## src/design/ted_pkg.sv

```systemverilog
`timescale 1ns / 1ps
// ----------------------------------------------------------------------------
// ted_pkg
// Types and constants shared by the text encoding detector modules.
// ----------------------------------------------------------------------------
package ted_pkg;

    localparam int unsigned BYTE_W  = 8;
    localparam int unsigned CLASS_W = 3;
    localparam int unsigned TDATA_W = 8;
    localparam int unsigned COUNT_W = 2;
    localparam int unsigned PEND_W  = 2;

    typedef logic [BYTE_W-1:0]  byte_t;
    typedef logic [CLASS_W-1:0] class_t;
    typedef logic [COUNT_W-1:0] count_t;
    typedef logic [PEND_W-1:0]  pend_t;

    localparam class_t CLASS_ANSI      = 3'd0;
    localparam class_t CLASS_UTF16LE   = 3'd1;
    localparam class_t CLASS_UTF16BE   = 3'd2;
    localparam class_t CLASS_UTF8BOM   = 3'd3;
    localparam class_t CLASS_UTF8NOBOM = 3'd4;

    localparam byte_t BOM_FF = 8'hFF;
    localparam byte_t BOM_FE = 8'hFE;
    localparam byte_t BOM_EF = 8'hEF;
    localparam byte_t BOM_BB = 8'hBB;
    localparam byte_t BOM_BF = 8'hBF;

    localparam byte_t MASK_C0 = 8'hC0;
    localparam byte_t MASK_E0 = 8'hE0;
    localparam byte_t MASK_F0 = 8'hF0;
    localparam byte_t LEAD_80 = 8'h80;
    localparam byte_t LEAD_C0 = 8'hC0;
    localparam byte_t LEAD_E0 = 8'hE0;

    localparam count_t COUNT_MAX = 2'd3;

    // Accepted byte as seen by the tracker
    typedef struct packed {
        logic  load;
        logic  last;
        byte_t data;
    } byte_in_t;

    // Result handed to the output register
    typedef struct packed {
        logic   load;
        logic   last;
        class_t enc_class;
    } class_out_t;

endpackage

```

## src/design/text_encoding_detector_core.sv

```systemverilog
`timescale 1ns / 1ps
// ----------------------------------------------------------------------------
// text_encoding_detector_core
// BOM sniffing and UTF-8 validation over a byte stream, one class per stream.
// ----------------------------------------------------------------------------
// Channel   Dir  tdata               tlast        tuser
// s_        in   [7:0] data_byte     final_byte   -
// m_        out  [2:0] encoding_class -           -
//
// One byte per cycle while s_tready is high; the result appears in the cycle after the final
// byte is accepted, from a register that refills in the cycle it is taken.
// Per-byte work is a short update of the byte count, captured BOM bytes and
// continuation counter. Synchronous active-low reset clears all stream state.
// s_tready drops only while a result is held and m_tready is low.
// ----------------------------------------------------------------------------
module text_encoding_detector_core (
    input  logic                          aclk,
    input  logic                          aresetn,
    input  logic                          s_tvalid,
    output logic                          s_tready,
    input  logic [ted_pkg::TDATA_W-1:0]   s_tdata,    // [7:0] data_byte
    input  logic                          s_tlast,    // final_byte
    output logic                          m_tvalid,
    input  logic                          m_tready,
    output logic [ted_pkg::TDATA_W-1:0]   m_tdata     // [2:0] encoding_class
);
    import ted_pkg::*;

    byte_in_t   byte_in;
    class_out_t class_out;
    logic       in_ready;

    assign s_tready     = in_ready;
    assign byte_in.load = s_tvalid && in_ready;
    assign byte_in.last = s_tlast;
    assign byte_in.data = s_tdata[BYTE_W-1:0];

    ted_tracker u_tracker (
        .aclk      (aclk),
        .aresetn   (aresetn),
        .byte_in   (byte_in),
        .class_out (class_out)
    );

    ted_out_reg u_out_reg (
        .aclk     (aclk),
        .aresetn  (aresetn),
        .class_in (class_out),
        .in_ready (in_ready),
        .m_tvalid (m_tvalid),
        .m_tready (m_tready),
        .m_tdata  (m_tdata)
    );

endmodule

```

## src/design/ted_tracker.sv

```systemverilog
`timescale 1ns / 1ps
// ----------------------------------------------------------------------------
// ted_tracker
// Per-stream state: first three bytes, byte count, UTF-8 sequence check,
// and classification of the stream on its final byte.
// ----------------------------------------------------------------------------
module ted_tracker (
    input  logic                  aclk,
    input  logic                  aresetn,
    input  ted_pkg::byte_in_t     byte_in,
    output ted_pkg::class_out_t   class_out
);
    import ted_pkg::*;

    byte_t  first_reg,  first_next;
    byte_t  second_reg, second_next;
    byte_t  third_reg,  third_next;
    count_t count_reg,  count_next;
    pend_t  pend_reg,   pend_next;
    logic   broken_reg, broken_next;
    class_t enc_class;

    // Next state including the current byte
    always_comb begin
        first_next  = first_reg;
        second_next = second_reg;
        third_next  = third_reg;
        count_next  = count_reg;
        pend_next   = pend_reg;
        broken_next = broken_reg;

        case (count_reg)
            2'd0:    first_next  = byte_in.data;
            2'd1:    second_next = byte_in.data;
            2'd2:    third_next  = byte_in.data;
            default: ;
        endcase
        if (count_reg != COUNT_MAX) begin
            count_next = count_reg + 2'd1;
        end

        if (pend_reg != '0) begin
            if ((byte_in.data & MASK_C0) != LEAD_80) begin
                broken_next = 1'b1;
            end
            pend_next = pend_reg - 2'd1;
        end else if (byte_in.data[BYTE_W-1] == 1'b0) begin
            pend_next = pend_reg;
        end else if ((byte_in.data & MASK_E0) == LEAD_C0) begin
            pend_next = 2'd1;
        end else if ((byte_in.data & MASK_F0) == LEAD_E0) begin
            pend_next = 2'd2;
        end else begin
            broken_next = 1'b1;
        end
    end

    always_comb begin
        if (count_next < 2'd2) begin
            enc_class = CLASS_ANSI;
        end else if (first_next == BOM_FF && second_next == BOM_FE) begin
            enc_class = CLASS_UTF16LE;
        end else if (first_next == BOM_FE && second_next == BOM_FF) begin
            enc_class = CLASS_UTF16BE;
        end else if (first_next == BOM_EF && second_next == BOM_BB
                     && third_next == BOM_BF) begin
            enc_class = CLASS_UTF8BOM;
        end else if (!broken_next && pend_next == '0) begin
            enc_class = CLASS_UTF8NOBOM;
        end else begin
            enc_class = CLASS_ANSI;
        end
    end

    assign class_out.load      = byte_in.load;
    assign class_out.last      = byte_in.last;
    assign class_out.enc_class = enc_class;

    always_ff @(posedge aclk) begin
        if (!aresetn || (byte_in.load && byte_in.last)) begin
            first_reg  <= '0;
            second_reg <= '0;
            third_reg  <= '0;
            count_reg  <= '0;
            pend_reg   <= '0;
            broken_reg <= 1'b0;
        end else if (byte_in.load) begin
            first_reg  <= first_next;
            second_reg <= second_next;
            third_reg  <= third_next;
            count_reg  <= count_next;
            pend_reg   <= pend_next;
            broken_reg <= broken_next;
        end
    end

    a_clear_on_last: assert property (@(posedge aclk) disable iff (!aresetn)
        byte_in.load && byte_in.last |=>
            count_reg == '0 && pend_reg == '0 && !broken_reg)
        else $error("stream state not cleared after final byte");

    a_pend_range: assert property (@(posedge aclk) disable iff (!aresetn)
        pend_reg != 2'd3)
        else $error("continuation count out of range");

    a_count_step: assert property (@(posedge aclk) disable iff (!aresetn)
        byte_in.load && !byte_in.last && count_reg != COUNT_MAX |=>
            count_reg == $past(count_reg) + 2'd1)
        else $error("byte count did not advance");

endmodule

```

## src/design/ted_out_reg.sv

```systemverilog
`timescale 1ns / 1ps
// ----------------------------------------------------------------------------
// ted_out_reg
// Result register on the master side; refills in the cycle it drains.
// ----------------------------------------------------------------------------
module ted_out_reg (
    input  logic                  aclk,
    input  logic                  aresetn,
    input  ted_pkg::class_out_t   class_in,
    output logic                  in_ready,
    output logic                  m_tvalid,
    input  logic                  m_tready,
    output logic [ted_pkg::TDATA_W-1:0] m_tdata   // [2:0] encoding_class
);
    import ted_pkg::*;

    logic   valid_reg, valid_next;
    class_t class_reg;

    assign in_ready = !valid_reg || m_tready;

    always_comb begin
        if (class_in.load) begin
            valid_next = class_in.last;
        end else if (m_tready) begin
            valid_next = 1'b0;
        end else begin
            valid_next = valid_reg;
        end
    end

    always_ff @(posedge aclk) begin
        if (!aresetn) begin
            valid_reg <= 1'b0;
        end else begin
            valid_reg <= valid_next;
        end
    end

    always_ff @(posedge aclk) begin
        if (class_in.load && class_in.last) begin
            class_reg <= class_in.enc_class;
        end
    end

    assign m_tvalid = valid_reg;
    assign m_tdata  = {{(TDATA_W-CLASS_W){1'b0}}, class_reg};

    a_result_after_last: assert property (@(posedge aclk) disable iff (!aresetn)
        class_in.load && class_in.last |=> valid_reg)
        else $error("no result after final byte");

    a_no_result_mid: assert property (@(posedge aclk) disable iff (!aresetn)
        class_in.load && !class_in.last |=> !valid_reg)
        else $error("result raised for non-final byte");

endmodule
```

## config.mk

```make
export PLATFORM = sky130hd
export DESIGN_NAME = text_encoding_detector_core
export DESIGN_NICKNAME = d
export VERILOG_FILES = /design/src/design/ted_pkg.sv /design/src/design/text_encoding_detector_core.sv /design/src/design/ted_tracker.sv /design/src/design/ted_out_reg.sv
export SDC_FILE = /design/constraint.sdc
export NUM_CORES = 1
export LEC_CHECK = 0
export BUFFER_PORTS_ARGS = -buffer_cell sky130_fd_sc_hd__clkbuf_2
export CAP_MARGIN = 10
export CELL_PAD_IN_SITES_DETAIL_PLACEMENT = 0
export CELL_PAD_IN_SITES_GLOBAL_PLACEMENT = 1
export CORE_ASPECT_RATIO = 1.2
export CORE_MARGIN = 2
export CORE_UTILIZATION = 45
export DETAILED_ROUTE_END_ITERATION = 16
export PLACE_DENSITY = 0.83
export REMOVE_ABC_BUFFERS = 1
export SETUP_SLACK_MARGIN = 0.3
export SYNTH_ARGS = -nofsm -noshare
export SYNTH_HDL_FRONTEND = slang
export SYNTH_SLANG_ARGS = --single-unit
```

## constraint.sdc

```tcl
create_clock -name aclk -period 3.72 [get_ports aclk]
set_input_delay 0.372 -clock aclk [delete_from_list [all_inputs] [get_ports aclk]]
set_output_delay 0.372 -clock aclk [all_outputs]
set_load 0.02 [all_outputs]
```

Yosys cells after proc, flatten, opt, wreduce, memory -nomap -nowiden. Cells that the tools add are included.

Register bits after elaboration: 33. Bits of input ports: 13. Output and inout port bits: 10. Word-level logic and storage cells: 63.

Add/subtract/negate cells: 2. Magnitude comparators: 1. Eq/ne operators: 13. Multiplexer cells: 19. Reductions and logical operators: 18.

Operators by type and width (number): equality test 8 bit (second input constant) (7); 2-to-1 mux 8 bit (3); 2-to-1 mux 2 bit (7); 2-to-1 mux 1 bit (8); logical AND 1 bit (7); equality test 4 bit (second input constant) (1); zero test 2 bit (2); != test 2 bit (second input constant) (2); nonzero test 2 bit (2); OR reduction 4 bit (1); equality test 3 bit (second input constant) (1); zero test 1 bit (3); 2-to-1 mux 3 bit (1); adder 2 x 1 -> 2 bit (second input constant) (1); equality test 2 x 1 -> 1 bit (second input constant) (1); equality test 2 bit (second input constant) (1); logical OR 1 bit (2); < comparator 2 bit (second input constant) (1); OR reduction 2 bit (1); subtractor 2 x 1 -> 2 bit (second input constant) (1).

Logic depth before layout (Yosys ltp).
Depth in word-level cells: 11. Gate-level depth with buffers: 8. Depth with buffers taken out: 6.

Cells and area by module. Synthesis repeated with hierarchy kept, for this count alone.

Cell total of the unflattened synthesis: 223. Area total of the unflattened synthesis: 1747.9 um^2.

Modules (own cells, without submodules): ted_tracker (times used 1, cells each 208, area an instance 1559.0 um^2, seq. area each 580.6 um^2); ted_out_reg (times used 1, cells each 14, area an instance 182.7 um^2, seq. area each 110.1 um^2); text_encoding_detector_core (times used 1, cells each 1, area an instance 6.3 um^2, seq. area each 0.0 um^2).

Least setup slack after synthesis. Ideal clock, no wire load.

Path type: in2reg. Start: input s_tdata[6] (netlist bit). End: register u_out_reg.class_reg[2] (data pin). Setup time: 0.255 ns. Arrival: 1.605 ns. Data required time: 3.465 ns. Setup slack: 1.860 ns. Stages: 7. Buffers on the path: 1. Cell sequence: clkbuf_1 nand3_1 nor4_4 o21ai_2 o41ai_2 nor4_1 and2_1.

Longest elaborated chain between the ends: 8. Elaborated cells between the ends (all ways): 31. Classes of those cells: eq/ne (10); mux (13); reduce/logical (8).

Ends and longest elaborated chain: from (decl) (RTL line text_encoding_detector_core.sv:21) `input logic [ted_pkg::TDATA_W-1:0] s_tdata,`; equality test 4 bit (RTL line ted_tracker.sv:51) `end else if ((byte_in.data & MASK_F0) == LEAD_E0) begin`; 2-to-1 mux 2 bit or 2-to-1 mux 1 bit (tied branches) (RTL line ted_tracker.sv:51); 2-to-1 mux 2 bit or 2-to-1 mux 1 bit (tied branches) (RTL line ted_tracker.sv:49) `end else if ((byte_in.data & MASK_E0) == LEAD_C0) begin`; 2-to-1 mux 2 bit or 2-to-1 mux 1 bit (tied branches) (RTL line ted_tracker.sv:47) `end else if (byte_in.data[BYTE_W-1] == 1'b0) begin`; 2-to-1 mux 2 bit or 2-to-1 mux 1 bit (tied branches) (RTL line ted_tracker.sv:42) `if (pend_reg != '0) begin`; zero test 2 bit or zero test 1 bit (tied branches) (RTL line ted_tracker.sv:68) `end else if (!broken_next && pend_next == '0) begin`; logical AND 1 bit (RTL line ted_tracker.sv:68); 2-to-1 mux 3 bit (RTL line ted_tracker.sv:68); to (signal assigned) (RTL line ted_out_reg.sv:42) `class_reg <= class_in.enc_class;`; to (decl) (RTL line ted_out_reg.sv:18) `class_t class_reg;`.

Parallel ways exist; a longest one is shown, timed or not. A chain may end at the register's enable or synchronous reset.

Worst setup path in the final report.
Start: register u_tracker.count_reg[0]. End: register u_out_reg.class_reg[2] (data pin).

Longest elaborated chain between the ends: 6. Elaborated cells between the ends (all ways): 22. Classes of those cells: add/sub (1); order compare (1); eq/ne (10); mux (4); reduce/logical (6).

Ends and longest elaborated chain: from (decl) (RTL line ted_tracker.sv:18) `count_t count_reg, count_next;`; from (signal assigned) (RTL line ted_tracker.sv:91) `count_reg <= count_next;`; equality test 2 x 1 -> 1 bit or zero test 2 bit (tied branches) (RTL line ted_tracker.sv:32) `case (count_reg)`; 2-to-1 mux 8 bit (RTL line ted_tracker.sv:32); equality test 8 bit (RTL line ted_tracker.sv:65) `end else if (first_next == BOM_EF && second_next == BOM_BB`; logical AND 1 bit (RTL line ted_tracker.sv:65); logical AND 1 bit (RTL line ted_tracker.sv:66) `&& third_next == BOM_BF) begin`; OR reduction 4 bit (no line) (*).

Every way passes the cells marked *; elsewhere a longest branch is shown, timed or not.

==> flow_metrics.py <==
metrics = {
    "critical_path": {
        "start_kind": "flop",
        "required_ns": 3.76,
        "critical_path_class": "reg -> reg",
        "endpoint_kind": "flop",
        "critPathMaxFanout": 20,
        "cp.arrival_ns": 2.48,
    },
    "finish": {
        "regArea_um2": 691,
        "multi_input_area_um2": 902,
        "fin_nets": 242,
        "final_common_cell": "nand2_1",
        "drive_gt1_frac": 0.148,
        "fin_util": 0.514,
        "diodes": 0,
        "areaGrowthSynthToFinish_pct": 9.06,
        "mostFrequentLayoutCells": "nand2_1, dfxtp_1, a21oi_1, nand3_1, clkbuf_2",
        "nFillCells": 386,
    },
    "sta": {
        "min_period_over_period": 0.656,
        "rsz0062_at_grt": "false",
        "period_minus_slack_ns": 2.44,
        "final-setup-viol-count": 0,
        "fmax_mhz": 410,
        "slew_headroom": 0.316,
        "tightest_slew_ns": 1.02,
        "clock_skew_ns": 0.00485,
        "whs_ns": 0.330,
        "maxSlewViolCount": 0,
        "finalHoldViolCount": 0,
        "tns_ns": 0,
    },
    "clock_tree": {
        "path_clk_slew_ns": 0.06,
        "cts.root.buffer_cell": "clkbuf_8",
        "hold_buffers": 0,
        "clk_path_buf_depth": 2,
        "worstSkewPairLatency_ns": 0.29,
        "post_cts_buffers": 0,
        "cts-resized-gates": 0,
        "htree_levels": 2,
        "cts_tree": "built",
        "cts.sinks": 33,
        "numCtsBuffers": 5,
    },
    "floorplanning": {
        "ios": 23,
        "start_util": 0.471,
        "die_x_um": 60.5,
        "die_area_mm2": 0.00435,
        "fp-row-count": 24,
        "dieHeight_um": 71.8,
        "core-area_mm2": 0.00366,
    },
    "logic_synthesis": {
        "synth_top_family_by_area": "simple AND/OR/NAND/NOR gates",
        "yosys.area_share.xor_xnor": 0,
        "synth_cell_types": 45,
        "synth_area_leader_cell": "dfxtp_1",
        "synth_edf_count": 3,
        "async_reset_ff_frac": 0,
        "syn_inst": 222,
        "yosysSeqAreaShare": 0.400,
        "ys_seq_elements": 33,
        "yosysTopAreaCellShare": 0.348,
        "synth_top_flop_cell": "dfxtp_1",
        "syn-cell-area_mm2": 0.00173,
        "ys_warn_count": 0,
        "synth_fa_ha_area_frac": 0,
        "synth-compound-area-share": 0.188,
        "yosys.area_share.simple": 0.294,
        "synthMuxAreaShare": 0.0297,
        "yosys-top-cells-area": "dfxtp_1, a21oi_1, nand2_1",
        "avgSynthCellArea_um2": 7.77,
    },
    "route": {
        "drt_iter0_markers": 78,
        "vias": 1548,
        "vias_per_cell": 5.49,
        "wl_per_cell_um": 14.6,
        "drtAntennaViolNets": 0,
        "drc": 0,
        "drt-total-wl_um": 4110,
        "dr.pass1.iters": 4,
    },
    "placed_design": {
        "hpwl_um": 2760,
        "place.port_buffers": 17,
        "gp_congestion": 0.905,
    },
    "worst_hold_path": {
        "min_path_type": "in -> reg",
    },
    "pwr": {
        "power_density_mw_per_mm2": 414,
        "p_leak_uw": 0.000659,
        "ir_worst_vdd_uv": 314,
        "power_uw": 779,
    },
    "global_route": {
        "antenna_found_initial": 0,
        "grt_pass1_vias": 1372,
        "track_usage": 0.200,
        "grt_pass1_wl_um": 6550,
        "grt-ovfl-total": 0,
        "grt_max_degree": 32,
    },
    "job": {
        "maxCapViolCount": 0,
    },
    "status": {
        "run_status": "completed",
    },
}
-- routing by layer --
layer / vias up / track usage / wire length, um
met2: 28 / 0.324 / 2010
met4: 0 / 0.0580 / 46
li1: 784 / - / -
met3: 6 / 0.0542 / 132
met5: - / 0 / 0
met1: 730 / 0.261 / 1930
-- Yosys cell counts (3+ instances only) --
library cell   n
buf_2          4
nand2_1       38
a21oi_1       29
edfxtp_1       3
buf_4          7
inv_1          6
nand3_1       27
o21ai_1        3
nor2_1        11
dfxtp_1       30
nor3_1         6
clkbuf_1       9
mux2i_1        4
-- layout make-up --
| class | instances | area share |
|---|---|---|
| multi-input cells | 164 | 0.479 |
| flip-flops and latches | 33 | 0.367 |
| repair buffers | 19 | 0.0532 |
| clock buffers | 7 | 0.0512 |
| well taps | 52 | 0.0346 |
| inverters | 6 | 0.0120 |
| clock inverters | 1 | 0.00266 |
-- cell families (layout without fill, tap and decap cells) --
family	Yosys count	after routing
compound gates	52	52
buf+inv	29	33
flops	33	33
mux	5	5
other cells	1	5
simple gates	102	102
-- worst paths after layout --
| path | slack, ns | start | end | depth (start not counted) |
|---|---|---|---|---|
| setup reg to reg | 1.28 | u_tracker.count_reg[0] | u_out_reg.class_reg[2] | 6 |
| hold reg to reg | 0.46 | u_tracker.first_reg[5] | u_tracker.first_reg[5] | 2 |
| setup / recovery | 1.28 | u_tracker.count_reg[0] | u_out_reg.class_reg[2] | 6 |
| hold / removal | 0.33 | aresetn | u_out_reg.m_tvalid | 2 |
-- metrics by stage --
| step | instance area [um^2] | std cells | setup WS, ns |
|---|---|---|---|
| 2_1_floorplan | 1620 | 203 | 1.53 |
| 3_3_place_gp | 1780 | 274 | 1.42 |
| 3_5_place_dp | 1780 | 274 | 1.34 |
| 4_1_cts | 1880 | 282 | 1.33 |
| 5_1_grt | 1880 | 282 | 1.11 |
| 6_report | 1880 | 282 | 1.28 |
-- worst max-delay path: stages, from the launching register on --
cell and delay (ns):
dfxtp_1 0.51, nor2b_2 0.68, a32o_1 0.26, o21ai_1 0.06, nor3_1 0.28, a41oi_1 0.20
and2_1 0.20
-- where the power goes --
group	leakage (uW)	switching [uW]	internal (uW)
registers	0.000273	10.4	370
clock network	0.0000542	129	167
logic	0.000331	69.8	32.1
total	0.000659	209	569
(Power assumes the default switching activity.)
